<file path="src/ps2sc_pkg.sv">
// Shared types, scancode constants and US layout tables for the scancode decoder.
package ps2sc_pkg;

    localparam logic [7:0] SC_EXT_PREFIX  = 8'hE0;
    localparam logic [7:0] SC_LSHIFT_MAKE = 8'h2A;
    localparam logic [7:0] SC_RSHIFT_MAKE = 8'h36;
    localparam logic [7:0] SC_LSHIFT_BRK  = 8'hAA;
    localparam logic [7:0] SC_RSHIFT_BRK  = 8'hB6;
    localparam logic [7:0] SC_CAPS_MAKE   = 8'h3A;
    localparam logic [7:0] SC_UP          = 8'h48;
    localparam logic [7:0] SC_DOWN        = 8'h50;
    localparam logic [7:0] SC_LEFT        = 8'h4B;
    localparam logic [7:0] SC_RIGHT       = 8'h4D;
    localparam logic [7:0] SC_DELETE      = 8'h53;

    localparam logic [2:0] SPK_NONE   = 3'd0;
    localparam logic [2:0] SPK_UP     = 3'd1;
    localparam logic [2:0] SPK_DOWN   = 3'd2;
    localparam logic [2:0] SPK_LEFT   = 3'd3;
    localparam logic [2:0] SPK_RIGHT  = 3'd4;
    localparam logic [2:0] SPK_DELETE = 3'd5;

    localparam logic [6:0] CHAR_LOWER_A = 7'h61;
    localparam logic [6:0] CHAR_LOWER_Z = 7'h7A;

    localparam int FLAGS_W = 3;
    localparam int TAB_LEN = 64;

    typedef struct packed {
        logic ext;
        logic shift;
        logic caps;
    } flags_t;

    typedef struct packed {
        logic       valid;
        logic [6:0] char_code;
        logic [2:0] special_key;
    } result_t;

    localparam logic [6:0] PLAIN_TAB [TAB_LEN] = '{
        7'h00, 7'h1B, 7'h31, 7'h32, 7'h33, 7'h34, 7'h35, 7'h36, 7'h37, 7'h38, 7'h39, 7'h30,
        7'h2D, 7'h3D, 7'h08, 7'h09, 7'h71, 7'h77, 7'h65, 7'h72, 7'h74, 7'h79, 7'h75, 7'h69,
        7'h6F, 7'h70, 7'h5B, 7'h5D, 7'h0A, 7'h00, 7'h61, 7'h73, 7'h64, 7'h66, 7'h67, 7'h68,
        7'h6A, 7'h6B, 7'h6C, 7'h3B, 7'h27, 7'h60, 7'h00, 7'h5C, 7'h7A, 7'h78, 7'h63, 7'h76,
        7'h62, 7'h6E, 7'h6D, 7'h2C, 7'h2E, 7'h2F, 7'h00, 7'h2A, 7'h00, 7'h20, 7'h00,
        7'h00, 7'h00, 7'h00, 7'h00, 7'h00
    };

    localparam logic [6:0] UPPER_TAB [TAB_LEN] = '{
        7'h00, 7'h1B, 7'h21, 7'h40, 7'h23, 7'h24, 7'h25, 7'h5E, 7'h26, 7'h2A, 7'h28, 7'h29,
        7'h5F, 7'h2B, 7'h08, 7'h09, 7'h51, 7'h57, 7'h45, 7'h52, 7'h54, 7'h59, 7'h55, 7'h49,
        7'h4F, 7'h50, 7'h7B, 7'h7D, 7'h0A, 7'h00, 7'h41, 7'h53, 7'h44, 7'h46, 7'h47, 7'h48,
        7'h4A, 7'h4B, 7'h4C, 7'h3A, 7'h22, 7'h7E, 7'h00, 7'h7C, 7'h5A, 7'h58, 7'h43, 7'h56,
        7'h42, 7'h4E, 7'h4D, 7'h3C, 7'h3E, 7'h3F, 7'h00, 7'h2A, 7'h00, 7'h20, 7'h00,
        7'h00, 7'h00, 7'h00, 7'h00, 7'h00
    };

endpackage

</file>
<file path="src/ps2_scancode_to_ascii.sv">
// Top level: PS/2 set-1 scancode to ASCII decoder, US layout.
// A request is registered into s1 and decoded; the result goes to output registers.
// Throughput: one request per cycle unless the output stalls. The flag word is in a
// one-entry registered-read RAM; a write-back bypass covers back-to-back requests.
// Reset: asynchronous, clears the pipeline valids and the flag-word valid bit,
// so the flags read as zero until first written.
module ps2_scancode_to_ascii (
    input  logic       clk,
    input  logic       rst_n,
    input  logic       in_valid,
    output logic       in_stall,
    input  logic [7:0] scan_code,
    output logic       out_valid,
    input  logic       out_stall,
    output logic [6:0] char_code,
    output logic [2:0] special_key
);

    logic                s1_valid_reg;
    logic                s1_valid_next;
    logic [7:0]          s1_code_reg;
    logic                hit_reg;
    logic                hit_next;
    ps2sc_pkg::flags_t   fwd_reg;
    logic                mem_valid_reg;
    logic                mem_valid_next;
    logic                out_valid_reg;
    logic                out_valid_next;
    logic [6:0]          char_reg;
    logic [2:0]          key_reg;

    logic                in_fire;
    logic                s1_fire;
    logic                out_free;
    logic [ps2sc_pkg::FLAGS_W-1:0] ram_rdata;
    ps2sc_pkg::flags_t   flags_cur;
    ps2sc_pkg::flags_t   flags_new;
    ps2sc_pkg::result_t  result;

    assign out_free = !out_valid_reg || !out_stall;
    assign s1_fire  = s1_valid_reg && (!result.valid || out_free);
    assign in_stall = s1_valid_reg && !s1_fire;
    assign in_fire  = in_valid && !in_stall;

    ps2sc_ram #(
        .WIDTH (ps2sc_pkg::FLAGS_W),
        .DEPTH (1)
    ) u_flag_ram (
        .clk   (clk),
        .re    (in_fire),
        .we    (s1_fire),
        .addr  (1'b0),
        .wdata (flags_new),
        .rdata (ram_rdata)
    );

    always_comb
    begin
        if (hit_reg)
        begin
            flags_cur = fwd_reg;
        end
        else if (mem_valid_reg)
        begin
            flags_cur = ram_rdata;
        end
        else
        begin
            flags_cur = '0;
        end
    end

    ps2sc_decode u_decode (
        .scan_code (s1_code_reg),
        .flags_cur (flags_cur),
        .flags_new (flags_new),
        .result    (result)
    );

    always_comb
    begin
        s1_valid_next  = in_fire || (s1_valid_reg && !s1_fire);
        hit_next       = in_fire ? s1_fire : hit_reg;
        mem_valid_next = mem_valid_reg || s1_fire;
        out_valid_next = out_valid_reg && out_stall;
        if (s1_fire && result.valid)
        begin
            out_valid_next = 1'b1;
        end
    end

    always_ff @(posedge clk or negedge rst_n)
    begin
        if (!rst_n)
        begin
            s1_valid_reg  <= 1'b0;
            hit_reg       <= 1'b0;
            mem_valid_reg <= 1'b0;
            out_valid_reg <= 1'b0;
        end
        else
        begin
            s1_valid_reg  <= s1_valid_next;
            hit_reg       <= hit_next;
            mem_valid_reg <= mem_valid_next;
            out_valid_reg <= out_valid_next;
        end
    end

    always_ff @(posedge clk)
    begin
        if (in_fire)
        begin
            s1_code_reg <= scan_code;
        end
        if (s1_fire)
        begin
            fwd_reg <= flags_new;
        end
        if (s1_fire && result.valid)
        begin
            char_reg <= result.char_code;
            key_reg  <= result.special_key;
        end
    end

    assign out_valid   = out_valid_reg;
    assign char_code   = char_reg;
    assign special_key = key_reg;

endmodule

</file>
<file path="src/ps2sc_ram.sv">
// Generic single-port RAM with registered read.
module ps2sc_ram #(
    parameter int WIDTH = 8,
    parameter int DEPTH = 16,
    localparam int AW = (DEPTH > 1) ? $clog2(DEPTH) : 1
) (
    input  logic             clk,
    input  logic             re,
    input  logic             we,
    input  logic [AW-1:0]    addr,
    input  logic [WIDTH-1:0] wdata,
    output logic [WIDTH-1:0] rdata
);

    logic [WIDTH-1:0] mem [DEPTH];
    logic [WIDTH-1:0] rdata_reg;

    always_ff @(posedge clk)
    begin
        if (we)
        begin
            mem[addr] <= wdata;
        end
        if (re)
        begin
            rdata_reg <= mem[addr];
        end
    end

    assign rdata = rdata_reg;

endmodule

</file>
<file path="src/ps2sc_decode.sv">
// Flag update and character lookup for one scancode.
module ps2sc_decode (
    input  logic                    [7:0] scan_code,
    input  ps2sc_pkg::flags_t             flags_cur,
    output ps2sc_pkg::flags_t             flags_new,
    output ps2sc_pkg::result_t            result
);

    logic [5:0] idx;
    logic [6:0] base;
    logic [6:0] ch;
    logic       is_letter;

    assign idx       = scan_code[5:0];
    assign base      = ps2sc_pkg::PLAIN_TAB[idx];
    assign is_letter = (base >= ps2sc_pkg::CHAR_LOWER_A) && (base <= ps2sc_pkg::CHAR_LOWER_Z);

    always_comb
    begin
        if (is_letter)
        begin
            ch = (flags_cur.shift ^ flags_cur.caps) ? {base[6], 1'b0, base[4:0]} : base;
        end
        else
        begin
            ch = flags_cur.shift ? ps2sc_pkg::UPPER_TAB[idx] : base;
        end
    end

    always_comb
    begin
        flags_new          = flags_cur;
        result.valid       = 1'b0;
        result.char_code   = 7'd0;
        result.special_key = ps2sc_pkg::SPK_NONE;
        if (scan_code == ps2sc_pkg::SC_EXT_PREFIX)
        begin
            flags_new.ext = 1'b1;
        end
        else if (scan_code == ps2sc_pkg::SC_LSHIFT_MAKE || scan_code == ps2sc_pkg::SC_RSHIFT_MAKE)
        begin
            flags_new.shift = 1'b1;
        end
        else if (scan_code == ps2sc_pkg::SC_LSHIFT_BRK || scan_code == ps2sc_pkg::SC_RSHIFT_BRK)
        begin
            flags_new.shift = 1'b0;
        end
        else if (scan_code == ps2sc_pkg::SC_CAPS_MAKE)
        begin
            flags_new.caps = ~flags_cur.caps;
        end
        else if (flags_cur.ext)
        begin
            flags_new.ext = 1'b0;
            case (scan_code)
                ps2sc_pkg::SC_UP:
                begin
                    result.valid       = 1'b1;
                    result.special_key = ps2sc_pkg::SPK_UP;
                end
                ps2sc_pkg::SC_DOWN:
                begin
                    result.valid       = 1'b1;
                    result.special_key = ps2sc_pkg::SPK_DOWN;
                end
                ps2sc_pkg::SC_LEFT:
                begin
                    result.valid       = 1'b1;
                    result.special_key = ps2sc_pkg::SPK_LEFT;
                end
                ps2sc_pkg::SC_RIGHT:
                begin
                    result.valid       = 1'b1;
                    result.special_key = ps2sc_pkg::SPK_RIGHT;
                end
                ps2sc_pkg::SC_DELETE:
                begin
                    result.valid       = 1'b1;
                    result.special_key = ps2sc_pkg::SPK_DELETE;
                end
                default:
                begin
                    result.valid = 1'b0;
                end
            endcase
        end
        else if (scan_code[7:6] == 2'b00 && ch != 7'd0)
        begin
            result.valid     = 1'b1;
            result.char_code = ch;
        end
    end

endmodule

</file>
<file path="config.mk">
export PLATFORM = sky130hd
export DESIGN_NAME = ps2_scancode_to_ascii
export DESIGN_NICKNAME = d
export VERILOG_FILES = /design/src/ps2sc_pkg.sv /design/src/ps2_scancode_to_ascii.sv /design/src/ps2sc_ram.sv /design/src/ps2sc_decode.sv
export SDC_FILE = /design/constraint.sdc
export NUM_CORES = 1
export LEC_CHECK = 0
export BUFFER_PORTS_ARGS = -buffer_cell sky130_fd_sc_hd__buf_2
export CORE_MARGIN = 3
export CORE_UTILIZATION = 28
export CTS_CLUSTER_DIAMETER = 120
export DETAILED_ROUTE_END_ITERATION = 6
export SYNTH_ARGS = -nofsm -noshare
export SYNTH_HDL_FRONTEND = slang
export SYNTH_SLANG_ARGS = --single-unit
</file>
<file path="constraint.sdc">
create_clock -name clk -period 5.3 [get_ports clk]
set_clock_uncertainty 0.15 [all_clocks]
set_input_delay 1.325 -clock clk [delete_from_list [all_inputs] [get_ports clk]]
set_output_delay 1.325 -clock clk [all_outputs]
set_load 0.01 [all_outputs]
</file>
==> Yosys cells after proc, flatten, opt, wreduce, memory -nomap -nowiden <==
Memories as Yosys holds them, arrays and structs flattened. A register that Yosys moved wholly into a read port is not among the register bits.
Index checks and enable logic that the tools add are counted.
{ "op_classes": {"n_reduce_logical": 23, "n_bitwise": 5, "n_eq_ne": 11, "magnitude_cmp": 3, "n_mux": 32} }
{ "ops": {"columns": ["operator", "count"], "rows": [
  ["$mux 7", 7],
  ["$mux 11", 4],
  ["$eq 8x7->1 const B", 5],
  ["$eq 8x6->1 const B", 3],
  ["$eq 8x8->1 const B", 3],
  ["$pmux 3 s5", 1],
  ["$ge 7x7->1 const B", 2],
  ["$mux 1", 14],
  ["$reduce_or 5->1", 2],
  ["$mux 3", 3],
  ["$mux 8", 1],
  ["$le 7x7->1 const B", 1],
  ["$logic_and 1x1->1", 7],
  ["$not 6->7", 1],
  ["$reduce_bool 7->1", 1],
  ["$logic_or 1x1->1", 6],
  ["$mux 6", 1],
  ["$reduce_or 6->1", 1],
  ["$logic_not 1->1", 5],
  ["$not 1->1", 3],
  ["$logic_not 2->1", 1],
  ["$mux 2", 1],
  ["$xor 1x1->1", 1]
]} }
{ "totals": {"memories": 3, "reg_bits": 25, "romBits": 896, "input_bits": 12, "mem_bits_rw": 3} }
{ "mem_list": {"columns": ["name", "words", "width", "rd", "rd_clocked_by_memory_dff", "wr", "line", "rtl"], "rows": [
  ["(no name shown)", 64, 7, 1, 0, 0, "ps2sc_decode.sv:26", "ch = flags_cur.shift ? ps2sc_pkg::UPPER_TAB[idx] : base;"],
  ["(no name shown)", 64, 7, 1, 0, 0, "ps2sc_decode.sv:15", "assign base = ps2sc_pkg::PLAIN_TAB[idx];"],
  ["u_flag_ram.mem", 1, 3, 1, 1, 1, "ps2sc_ram.sv:15", "logic [WIDTH-1:0] mem [DEPTH];"]
]} }

==> Longest topological paths before layout <==
Gate-level depths: netlist (run 1).
{ "depth": {"word_depth": 23, "ltp_mapped": 14, "ltp_nobuf": 12} }

==> Modules after synthesis <==
From an unflattened synthesis (run 1), not the netlist that was laid out.
{ "hier_totals": {"hier_cells": 305, "area_unflattened_um2": 2733.9} }
{ "by_module_without_submodules": {"columns": ["module", "instances", "seq_area_each_um2", "cells_each", "area_each_um2"], "rows": [
  ["ps2sc_decode", 1, 0.0, 254, 1706.6],
  ["ps2_scancode_to_ascii", 1, 730.7, 45, 847.1],
  ["ps2sc_ram", 1, 180.2, 6, 180.2]
]} }

==> Least setup slack after synthesis (run 1) <==
OpenSTA, ideal clock, no wires.
{ "synth_path": {"path_kind": "reg-to-output", "from": "reg s1_code_reg[0]", "to": "out in_stall", "required_ns": 3.825, "stages_incl_launch_ff": 14, "t_arrival_ns": 3.074, "slack_ns": 0.751, "path_cell_list": "edfxtp_1 > buf_2 > inv_2 > ha_1 > nor2_1 > a211oi_1 > o32ai_1 > a211o_1 > nor4_4 > nor3_4 > a21oi_4 > mux2i_2 > a31oi_4 > and2_1"} }
{ "synth_via": {"elab_chain_cells": 20, "elab_cells_between_ends": 41, "classes_between": "order compare (2); eq/ne (11); mux (14); bitwise (1); reduce/logical (11); memory (2)"} }
{ "synth_lines": {"columns": ["item", "line", "rtl"], "rows": [
  ["start: declaration", "ps2_scancode_to_ascii.sv:21", "logic [7:0] s1_code_reg;"],
  ["start signal: assignment", "ps2_scancode_to_ascii.sv:114", "s1_code_reg <= scan_code;"],
  ["$not 6->7 (not written as such)", "ps2sc_decode.sv:15, ps2sc_decode.sv:26", null],
  ["$mem_v2 64x7", null, null],
  ["$mux 7 (not written as such) (2 in series)", "ps2sc_decode.sv:15", null],
  ["$ge 7x7->1 / $le 7x7->1 (equally long branches)", "ps2sc_decode.sv:16", "assign is_letter = (base >= ps2sc_pkg::CHAR_LOWER_A) && (base <= ps2sc_pkg::CHAR_LOWER_Z);"],
  ["$logic_and 1x1->1", "ps2sc_decode.sv:16", null],
  ["$mux 7", "ps2sc_decode.sv:20", "if (is_letter)"],
  ["$reduce_bool 7->1", "ps2sc_decode.sv:87", "else if (scan_code[7:6] == 2'b00 && ch != 7'd0)"],
  ["$logic_and 1x1->1", "ps2sc_decode.sv:87", null],
  ["[... 3 more ...]", null, null],
  ["$mux 11", "ps2sc_decode.sv:44", "else if (scan_code == ps2sc_pkg::SC_LSHIFT_BRK || scan_code == ps2sc_pkg::SC_RSHIFT_BRK)"],
  ["$mux 11", "ps2sc_decode.sv:40", "else if (scan_code == ps2sc_pkg::SC_LSHIFT_MAKE || scan_code == ps2sc_pkg::SC_RSHIFT_MAKE)"],
  ["$mux 11 *", "ps2sc_decode.sv:36", "if (scan_code == ps2sc_pkg::SC_EXT_PREFIX)"],
  ["$logic_not 1->1 *", "ps2_scancode_to_ascii.sv:41", "assign s1_fire = s1_valid_reg && (!result.valid || out_free);"],
  ["$logic_or 1x1->1 *", "ps2_scancode_to_ascii.sv:41", null],
  ["$logic_and 1x1->1 *", "ps2_scancode_to_ascii.sv:41", null],
  ["$logic_not 1->1 *", "ps2_scancode_to_ascii.sv:42", "assign in_stall = s1_valid_reg && !s1_fire;"],
  ["$logic_and 1x1->1 *", "ps2_scancode_to_ascii.sv:42", null],
  ["end: declaration", "ps2_scancode_to_ascii.sv:11", "output logic in_stall,"]
]} }
Mark *: on every way between the ends. The rest lies on a longest branch, timed or not. The select of a mux whose other input is x is not followed.

==> Final worst setup path (run 1) <==
Ends and elaborated chain as after synthesis.

==> metrics.txt, run 1 <==
status=finished, final reports clean; CTS tree=done; I/O Buffers=23; core area=8976 um^2; Horiz. Die Dim=103.4 um; CP delay by family, top=compound AO/OA/AOI/OAI gates; crit-path cells=inv_2 > ha_2 > nor2_1 > a211oi_1 > nor3_1 > a211o_1 > nor4_4 > nor3_4 > a21oi_4 > mux2i_4 > a31oi_4 > and2_1 > buf_2; number of synthesized flops with an enable pin=24; Synth warnings=0; Post-Syn Nets=323; ys async rst share=14.29%; CP Class=register to output pin; top-count cell post-synth=nor2_1; GPL Wtd Cong=0.9032; largest net degree at the start of global routing=23; Slowest cell on crit path=edfxtp_1; CP peak stage delay=0.48 ns; met3 Resource Use GR=1.543%; Synth area leaders=edfxtp_1, ha_1, nor2_1; GRT Max-Usage Layer=met2; Clock Path Buffers=2; mux share of post-synthesis cell area=5.323%; Critical Path Source Type=register; Post-Synth Adder-Cell Area=5.652%; synth cell count leaders=nor2_1, edfxtp_1, a21oi_1, nand2_1, o21ai_0; Netlist cell types=69; die area=10690 um^2; routed len/inst=16.12 um; Final Cycle Share=between 90 and 100%; worst min path class=register to register; Worst-Margin Slew=0.6449 ns; Placement Setup Slack=approximately 0.28 ns; clock root buffer=clkbuf_8; H-tree levels=1; ANT cells=0; row cnt=34; GR Util met1=19.76%; RSZ-0062 raised after global routing=no; area leader, netlist=edfxtp_1; GRT Total Usage=a little over an eighth; final core occ=33.69%; Worst VDD drop=166.9 uV; initial core utilization=between 20% and 30%; Rel. slew slack=a little under three fifths; fin crit period=5.071 ns; final max-slew violation count=0; I/O Pins=24; P_leak=1.149 nW; Power Total=0.6782 mW; largest family of logic cells by synthesized area=compound AO/OA/AOI/OAI gates; met2 Use GR=21.62%; critical-path maximum fanout=11; CP required=3.83 ns; Buf/Inv on CP=2; Critical Path AT=3.60 ns; TritonCTS Buffers=3; Die H=103.4 um; DR iter-0 viols=318; vias in the first global route=2267; dpl cells=around 440; synthesized area per cell=8.884 um^2; Max Cap Violations=0; Clock Sinks=28; Mapped Area=2656 um^2; fraction of layout instances using a drive strength above 1=~22%; post-synthesis compound-gate area fraction=26.38%; crit path capture type=output pin; f_max=197.2 MHz; first-pass GRT wire length=around 12000 um; Post-Syn Instances=299; final hold violations=0; PD cells=224.3 nW/um^2; Seq/Total Area, Yosys=between 30% and 40%; initial antenna violation count=0; DRC violations left=0; post-route insts no fill=449; #FFs+latches synth=28; GRT overflow=0; Simple-Gate Fraction of Synth Area=approximately a quarter; setup TNS=0 ns; Syn-to-layout area delta=13.85%; post-synthesis xor/xnor area fraction=0.9892%; via count=2461; DR vias/cell=around 5.5; Detail Route Antenna Nets=0; Pre-antenna DRT Iters=5; Worst-Skew Late Latency=0.27 ns; Post-DP HPWL=5471 um; number of nets in the layout=348; max reg flops=8; top cell type's share of synthesized area=27.13%; Setup-failing EPs final=0; Primary FF master, synth=edfxtp_1; Clock transition at path regs=0.10 ns; Worst Slack Setup Final=0.2290 ns; routed wire length=~7200 um
==> cell families (layout without fill, tap and decap cells) <==
logic type                 count (synthesis)  in the layout
and+or+nand+nor                          117            117
AOI/OAI and AO/OA                         98             98
muxes                                     11             11
xor gates and xnor gates                   3              3
DFF                                       28             28
adders and majority gates                 12             12
buffers and inverters                     30             54
==> worst reg2reg max path, cell delays in order, from the launching register on <==
cell and delay [ns]:
edfxtp_1 0.48, inv_2 0.14, ha_2 0.36, nor2_1 0.11, a211oi_1 0.29, nor3_1 0.10
a211o_1 0.36, nor4_4 0.29, nor3_4 0.10, a21oi_4 0.30, mux2i_4 0.33, a31oi_4 0.15
a21boi_1 0.18, buf_4 0.22
==> layout make-up <==
class	count	area, um^2
fill	933	5952
clock inverter	1	30.03
clock buffer	3	41.29
inverter	8	30.03
sequential	28	820.8
tap	126	157.7
multi-input combinational	241	1687
timing repair buffer	42	257.7
==> through the flow <==
| stage | area [um^2] | hold slack, ns |
|---|---|---|
| after floorplan | 2656 | 0.2762 |
| after global placement | 2899 | 0.2837 |
| after detailed placement | 2899 | 0.2827 |
| after CTS | 2973 | 0.3148 |
| after global routing | 3024 | 0.3418 |
| final | 3024 | 0.3211 |
==> power by group <==
group          internal (mW)  switching (mW)  total [mW]
Combinational         0.0961           0.140       0.236
Clock                  0.101          0.0665       0.168
Sequential             0.261          0.0142       0.275
==> routing by layer <==
metal	share of wire (%)	up-vias	routed length (um)
li1	-	1163	-
met1	44	1145	3167
met2	46	132	3328
met3	7.5	21	541
met4	2.8	0	203
met5	0	-	0
==> worst paths after layout <==
check / from / endpoint / slack, ns / depth (start not counted)
worst max-delay path: s1_code_reg[0]$_DFFE_PP_ / in_stall / 0.23 / 13
worst max register to register: s1_code_reg[0]$_DFFE_PP_ / s1_code_reg[7]$_DFFE_PP_ / 1.44 / 13
worst min-delay path: u_flag_ram.mem[0][1]$_DFFE_PP_ / u_flag_ram.rdata[1]$_DFFE_PP_ / 0.32 / 0
max in group asynchronous: rst_n / out_valid$_DFF_PN0_ / 4.18 / 1
min in group asynchronous: rst_n / s1_valid_reg$_DFF_PN0_ / 0.68 / 1
worst min register to register: u_flag_ram.mem[0][1]$_DFFE_PP_ / u_flag_ram.rdata[1]$_DFFE_PP_ / 0.32 / 0
==> cell usage in the layout, fill, tap and decap left out, types with 3 or more instances in the layout <==
master and n:
ha_1 10, mux2i_1 6, edfxtp_1 24, clkbuf_8 3, nor3_1 8, a21oi_1 22, nor2_1 33, o211ai_1 3
a22o_1 3, o21bai_1 4, xnor2_1 3, dfrtp_1 4, buf_2 23, o21ai_0 13, a22oi_1 3, nand2_1 19
and2_1 5, inv_1 6, buf_4 19, a21o_1 5, nand3_1 9, nor2b_1 11, and3_1 5, a31oi_1 4
nand2b_1 8, a211oi_1 7, o21a_1 4
==> timing repair <==
item / CTS / global route
hold buffers: 0 / 0
resized for setup: 1 / 4
setup buffers: 0 / 4
endpoints found under the hold margin: 0 / 0
endpoints found under the setup margin: 1 / 1
Power figures use the tool's default switching activity.
==> run 2, diff against run 1 <==
- CORE_UTILIZATION: 28 -> 39
- CTS_CLUSTER_SIZE: unset -> 16
==> run 2 against run 1 <==
  * Sequential share of layout area grew 0.32 points
  * Register-to-register slack is essentially flat
  * Clock-buffer cell count is the same
  * Hold slack lost 0.0089 ns
  * Global-route usage grew 5.6 points
  * Design area shrank 1.2%
  * Largest power group unchanged
  * First-iteration DRC count shrank 29%
  * Critical path depth shrank 2
  * Sequential power is essentially flat
  * Via count shrank 1.9%
  * Clock power is essentially flat
==> metrics.txt, run 2 (synthesized netlist as in run 1, its figures left out) <==
I/O Pins=24 (unchanged); f_max=196.7 MHz (was 197.2 MHz); routed len/inst=17.52 um (was 16.12 um); via count=2415 (was 2461); final max-slew violation count=0 (unchanged); dpl cells=391 (was 441); number of nets in the layout=350 (was 348); initial antenna violation count=0 (unchanged); Critical Path Source Type=register (unchanged); Max Cap Violations=0 (unchanged); GPL Wtd Cong=0.9496 (was 0.9032); Worst-Skew Late Latency=0.28 ns (was 0.27 ns); sequential power share=40.0% (was 40.5%); fillcell total=643 (was 933); Rel. slew slack=54.94% (was 56.46%); CP required=3.83 ns (about the same); PD cells=229.8 nW/um^2 (was 224.3 nW/um^2); largest net degree at the start of global routing=26 (was 23); initial core utilization=41.13% (was 29.59%); CP Class=register to output pin (unchanged); Worst VDD drop=137.9 uV (was 166.9 uV); status=finished, final reports clean (unchanged); vias in the first global route=2313 (was 2267); Clock transition at path regs=0.10 ns (about the same); TritonCTS Buffers=3 (unchanged); Worst-Margin Slew=0.6759 ns (was 0.6449 ns); Setup-failing EPs final=0 (unchanged); P_leak=1.161 nW (was 1.149 nW); commonest non-fill, non-tap cells in the layout=nor2_1, edfxtp_1, buf_2 (unchanged); GRT overflow=0 (unchanged); GRT Total Usage=19.26% (was 13.68%); Horiz. Die Dim=88.53 um (was 103.4 um); max reg flops=8 (unchanged); RSZ-0062 raised after global routing=no (unchanged); Final Cycle Share=95.92% (was 95.68%); CP delay by family, top=simple AND/OR/NAND/NOR gates (was compound AO/OA/AOI/OAI gates); Clock Path Buffers=2 (unchanged); CP peak stage delay=0.69 ns (was 0.48 ns); Pint=0.4648 mW (was 0.4579 mW); die area=7838 um^2 (was 10690 um^2); clock root buffer=clkbuf_8 (unchanged); met3 Resource Use GR=2.421% (was 1.543%); sw frac=32.34% (was 32.49%); final core occ=46.28% (was 33.69%); GRT Max-Usage Layer=met2 (unchanged); crit-path cells=nor2b_1 > nand2_1 > o221ai_1 > o211a_1 > and4_4 > nor3_4 > a21oi_4 > mux2i_4 > a31oi_4 > and2_1 > buf_2 (was inv_2 > ha_2 > nor2_1 > a211oi_1 > nor3_1 > a211o_1 > nor4_4 > nor3_4 > a21oi_4 > mux2i_4 > a31oi_4 > and2_1 > buf_2); Critical Path AT=3.61 ns (was 3.60 ns); I/O Buffers=23 (unchanged); fraction of layout instances using a drive strength above 1=22.77% (was 22.29%); met2 Use GR=31.07% (was 21.62%); Clock Sinks=28 (unchanged); core area=6459 um^2 (was 8976 um^2); commonest non-fill, non-tap cell in the layout=nor2_1 (unchanged); clock group share of total power=24.6% (was 24.7%); Die H=88.53 um (was 103.4 um); Slowest cell on crit path=edfxtp_1 (unchanged); DR vias/cell=6.007 (was 5.481); Syn-to-layout area delta=12.53% (was 13.85%); GR Util met1=26.28% (was 19.76%); post-route insts no fill=402 (was 449); combinational share of power=35.3% (was 34.8%); CTS tree=done (unchanged); routed wire length=7042 um (was 7240 um); crit path capture type=output pin (unchanged); Placement Cell Area=2843 um^2 (was 2899 um^2); H-tree levels=1 (unchanged); row cnt=29 (was 34); Design Area, Final=2989 um^2 (was 3024 um^2); worst min path class=register to register (unchanged); final hold violations=0 (unchanged); fin crit period=5.084 ns (was 5.071 ns); ANT cells=0 (unchanged); first-pass GRT wire length=11810 um (was 11640 um); Power Total=0.6869 mW (was 0.6782 mW); Buf/Inv on CP=1 (was 2); Post-DP HPWL=5226 um (was 5471 um); critical-path maximum fanout=19 (was 11); Pre-antenna DRT Iters=5 (unchanged); DR iter-0 viols=225 (was 318); DRC violations left=0 (unchanged); Detail Route Antenna Nets=0 (unchanged); NetSw=0.2221 mW (was 0.2204 mW); setup TNS=0 ns (unchanged)
[run 2: cell types whose count changed in the layout (fill, tap and decap cells not counted)]
| cell | previous run | this run |
|---|---|---|
| buf_4 | 19 | 20 |
| ha_1 | 10 | 9 |
| a211oi_1 | 7 | 8 |
| ha_2 | 2 | 3 |
| a2111oi_0 | 1 | 0 |
| buf_12 | 0 | 1 |
| a211oi_2 | 1 | 0 |
| a2111oi_1 | 0 | 1 |
[run 2: what timing repair did]
action | in CTS | in global routing
endpoints found under the setup margin | 0 | 1
resized for setup | 0 | 6
hold buffers | 0 | 0
setup buffers | 0 | 7
[run 2: stage by stage]
step | hold slack [ns] | setup slack [ns]
6_report | 0.3122 | 0.2161
5_1_grt | 0.3356 | 0.005862
4_1_cts | 0.3178 | 0.1182
3_5_place_dp | 0.3014 | 0.4429
3_3_place_gp | 0.2997 | 0.4762
2_1_floorplan | 0.2762 | 0.7509
[run 2: power groups by stage]
stage	Clock [mW]	Sequential (mW)	Combinational, mW
4_1_cts	0.177	0.277	0.224
3_5_place_dp	0	0.282	0.222
2_1_floorplan	0	0.277	0.171
3_3_place_gp	0	0.281	0.223
6_report	0.169	0.275	0.243
5_1_grt	0.182	0.278	0.267
[run 2: cell type report]
cell class / count / area, um^2 / share of cell area (%)
clock inverters: 1 / 30.03 / 1.005
well taps: 77 / 96.34 / 3.223
inverters: 8 / 30.03 / 1.005
multi-input cells: 241 / 1685 / 56.38
repair buffers: 44 / 285.3 / 9.544
clock buffers: 3 / 41.29 / 1.381
flip-flops and latches: 28 / 820.8 / 27.46
[run 2: path summary, 6_finish.rpt]
check	slack [ns]	end	cells after the start	startpoint
min in group asynchronous	0.67	mem_valid_reg$_DFF_PN0_	1	rst_n
max in group asynchronous	4.22	out_valid$_DFF_PN0_	1	rst_n
min reg2reg	0.31	u_flag_ram.rdata[2]$_DFFE_PP_	0	u_flag_ram.mem[0][2]$_DFFE_PP_
max	0.22	in_stall	11	s1_code_reg[4]$_DFFE_PP_
min	0.31	u_flag_ram.rdata[2]$_DFFE_PP_	0	u_flag_ram.mem[0][2]$_DFFE_PP_
max reg2reg	1.45	s1_code_reg[2]$_DFFE_PP_	11	s1_code_reg[4]$_DFFE_PP_
[run 2: worst reg2reg max path: cells and delay by family, from the launching register on]
family	cells	cell delay, ns
flops	1	0.69
compound gates	5	1.18
buf+inv	1	0.21
mux	1	0.33
simple gates	4	0.99
[run 2: layer usage]
metal	share of wire [%]	routed length, um
met5	0	0
met4	3.0	211
met3	5.2	366
met2	48	3361
met1	44	3102
==> run 3, diff against run 2 <==
--- a/constraint.sdc
+++ b/constraint.sdc
@@ -4,2 +4,2 @@
 set_output_delay 1.325 -clock clk [all_outputs]
-set_load 0.01 [all_outputs]
+set_load 0.005 [all_outputs]
==> run 3 against run 2 <==
  * Critical path type unchanged
  * Hold slack got worse by 0.015 ns
  * Utilization shrank 0.17 points
  * Wire length is 0.64% higher
  * Flip-flop and latch count is the same
  * Register-to-register slack worse by 0.08 ns
  * Via count grew 1.4%
  * Die area did not move
  * Highest routed layer unchanged
==> metrics.txt, run 3 (synthesized netlist as in run 1, its figures left out) <==
status=finished, final reports clean (unchanged); Critical Path Source Type=register (unchanged); Worst-Skew Late Latency=0.28 ns (about the same); largest net degree at the start of global routing=40 (was 26); hold slack=0.2969 ns (was 0.3122 ns); crit-path cells=inv_1 > buf_4 > ha_1 > buf_4 > o21ai_0 > a31o_2 > nor3_4 > and4_4 > nor3_4 > a21oi_4 > mux2i_4 > a31oi_4 > and2_1 > buf_2 (was nor2b_1 > nand2_1 > o221ai_1 > o211a_1 > and4_4 > nor3_4 > a21oi_4 > mux2i_4 > a31oi_4 > and2_1 > buf_2); Clock Sinks=28 (unchanged); Max Cap Violations=0 (unchanged); sw frac=32.05% (was 32.34%); Critical Path AT=3.66 ns (was 3.61 ns); worst min path class=register to register (unchanged); DRC violations left=0 (unchanged); GRT overflow=0 (unchanged); core area=6459 um^2 (unchanged); ANT cells=0 (unchanged); Horiz. Die Dim=88.53 um (unchanged); final core occ=46.11% (was 46.28%); Pint=0.4632 mW (was 0.4648 mW); via count=2449 (was 2415); Clock Path Buffers=2 (unchanged); initial antenna violation count=0 (unchanged); H-tree levels=1 (unchanged); PD cells=228.9 nW/um^2 (was 229.8 nW/um^2); crit path capture type=output pin (unchanged); NetSw=0.2185 mW (was 0.2221 mW); Worst-Margin Slew=0.7118 ns (was 0.6759 ns); I/O Buffers=23 (unchanged); vias in the first global route=2240 (was 2313); Post-DP HPWL=5215 um (was 5226 um); die area=7838 um^2 (unchanged); row cnt=29 (unchanged); clock group share of total power=24.8% (was 24.6%); number of nets in the layout=350 (unchanged); Multi-input gate area=1674 um^2 (was 1685 um^2); commonest non-fill, non-tap cell in the layout=nor2_1 (unchanged); Final Cycle Share=96.92% (was 95.92%); GRT Total Usage=18.98% (was 19.26%); routed wire length=7087 um (was 7042 um); GPL Wtd Cong=0.9892 (was 0.9496); Clock transition at path regs=0.10 ns (about the same); DR iter-0 viols=291 (was 225); fillcell total=621 (was 643); P_leak=1.163 nW (was 1.161 nW); dpl cells=392 (was 391); CP peak stage delay=0.40 ns (was 0.69 ns); f_max=194.7 MHz (was 196.7 MHz); post-route insts no fill=402 (unchanged); combinational share of power=34.6% (was 35.3%); TritonCTS Buffers=3 (unchanged); DR vias/cell=6.092 (was 6.007); CP required=3.83 ns (about the same); final max-slew violation count=0 (unchanged); Slowest cell on crit path=edfxtp_1 (unchanged); Rel. slew slack=52.55% (was 54.94%); commonest non-fill, non-tap cells in the layout=nor2_1, edfxtp_1, buf_2 (unchanged); CTS tree=done (unchanged); sequential power share=40.6% (was 40.0%); Detail Route Antenna Nets=0 (unchanged); fin crit period=5.137 ns (was 5.084 ns); Worst VDD drop=203.5 uV (was 137.9 uV); fraction of layout instances using a drive strength above 1=21.85% (was 22.77%); CP Class=register to output pin (unchanged); routed len/inst=17.63 um (was 17.52 um); I/O Pins=24 (unchanged); Setup-failing EPs final=0 (unchanged); clock root buffer=clkbuf_8 (unchanged); final hold violations=0 (unchanged); Syn-to-layout area delta=12.11% (was 12.53%); max reg flops=8 (unchanged); Die H=88.53 um (unchanged); Design Area, Final=2978 um^2 (was 2989 um^2); Register Area=820.8 um^2 (unchanged); initial core utilization=41.13% (unchanged); Pre-antenna DRT Iters=5 (unchanged); Placement Cell Area=2850 um^2 (was 2843 um^2); critical-path maximum fanout=8 (was 19); setup TNS=0 ns (unchanged); first-pass GRT wire length=11540 um (was 11810 um)
## run 3: cell counts in the layout (fill, tap and decap cells not counted)
No cell type changed its count.
## run 3: worst max-delay path, delay by kind of cell (launching register included)
family	cells	cell delay (ns)
AOI/OAI and AO/OA	4	0.80
adders and majority gates	1	0.29
buffers and inverters	4	0.70
DFF	1	0.40
muxes	1	0.33
and+or+nand+nor	4	0.84
## run 3: path summary, 6_finish.rpt
path	from	end	slack, ns	cells past startpoint
max	s1_code_reg[1]$_DFFE_PP_	in_stall	0.16	14
max in group asynchronous	rst_n	out_valid$_DFF_PN0_	4.22	1
min in group asynchronous	rst_n	mem_valid_reg$_DFF_PN0_	0.67	1
max reg2reg	s1_code_reg[1]$_DFFE_PP_	s1_code_reg[3]$_DFFE_PP_	1.37	14
min reg2reg	u_flag_ram.mem[0][1]$_DFFE_PP_	u_flag_ram.rdata[1]$_DFFE_PP_	0.30	0
min	u_flag_ram.mem[0][1]$_DFFE_PP_	u_flag_ram.rdata[1]$_DFFE_PP_	0.30	0
## run 3: power by group through the flow
stage	logic [mW]	clock network, mW	registers [mW]
2_1_floorplan	0.171	0	0.275
3_3_place_gp	0.221	0	0.282
3_5_place_dp	0.220	0	0.283
4_1_cts	0.221	0.175	0.278
5_1_grt	0.260	0.182	0.280
6_report	0.236	0.169	0.277
## run 3: metrics by stage
stage	worst slack, ns	total power [mW]
2_1_floorplan	0.7727	0.4452
3_3_place_gp	0.4060	0.5033
3_5_place_dp	0.3984	0.5031
4_1_cts	0.09158	0.6740
5_1_grt	-0.01907	0.7210
6_report	0.1632	0.6817
## run 3: what timing repair did
| item | CTS | global route |
|---|---|---|
| setup buffers | 0 | 6 |
| gates resized for setup | 0 | 2 |
| endpoints found under the setup margin | 0 | 1 |
| hold buffers | 0 | 0 |
## run 3: final cells by class
cell class	count	area share, %
Clock buffer	3	1.387
Clock inverter	1	1.008
Inverter	8	1.008
Multi-Input combinational cell	241	56.22
Sequential cell	28	27.56
Tap cell	77	3.235
Timing Repair Buffer	44	9.580
## run 3: layer usage
layer  global-route usage (%)  vias to the layer above  routed length (um)
met3                    2.235                       24                 373
li1                         -                     1165                   -
met4                    8.104                        0                 238
met1                    26.86                     1150                3141
met5                        0                        -                   0
met2                    29.30                      110                3334
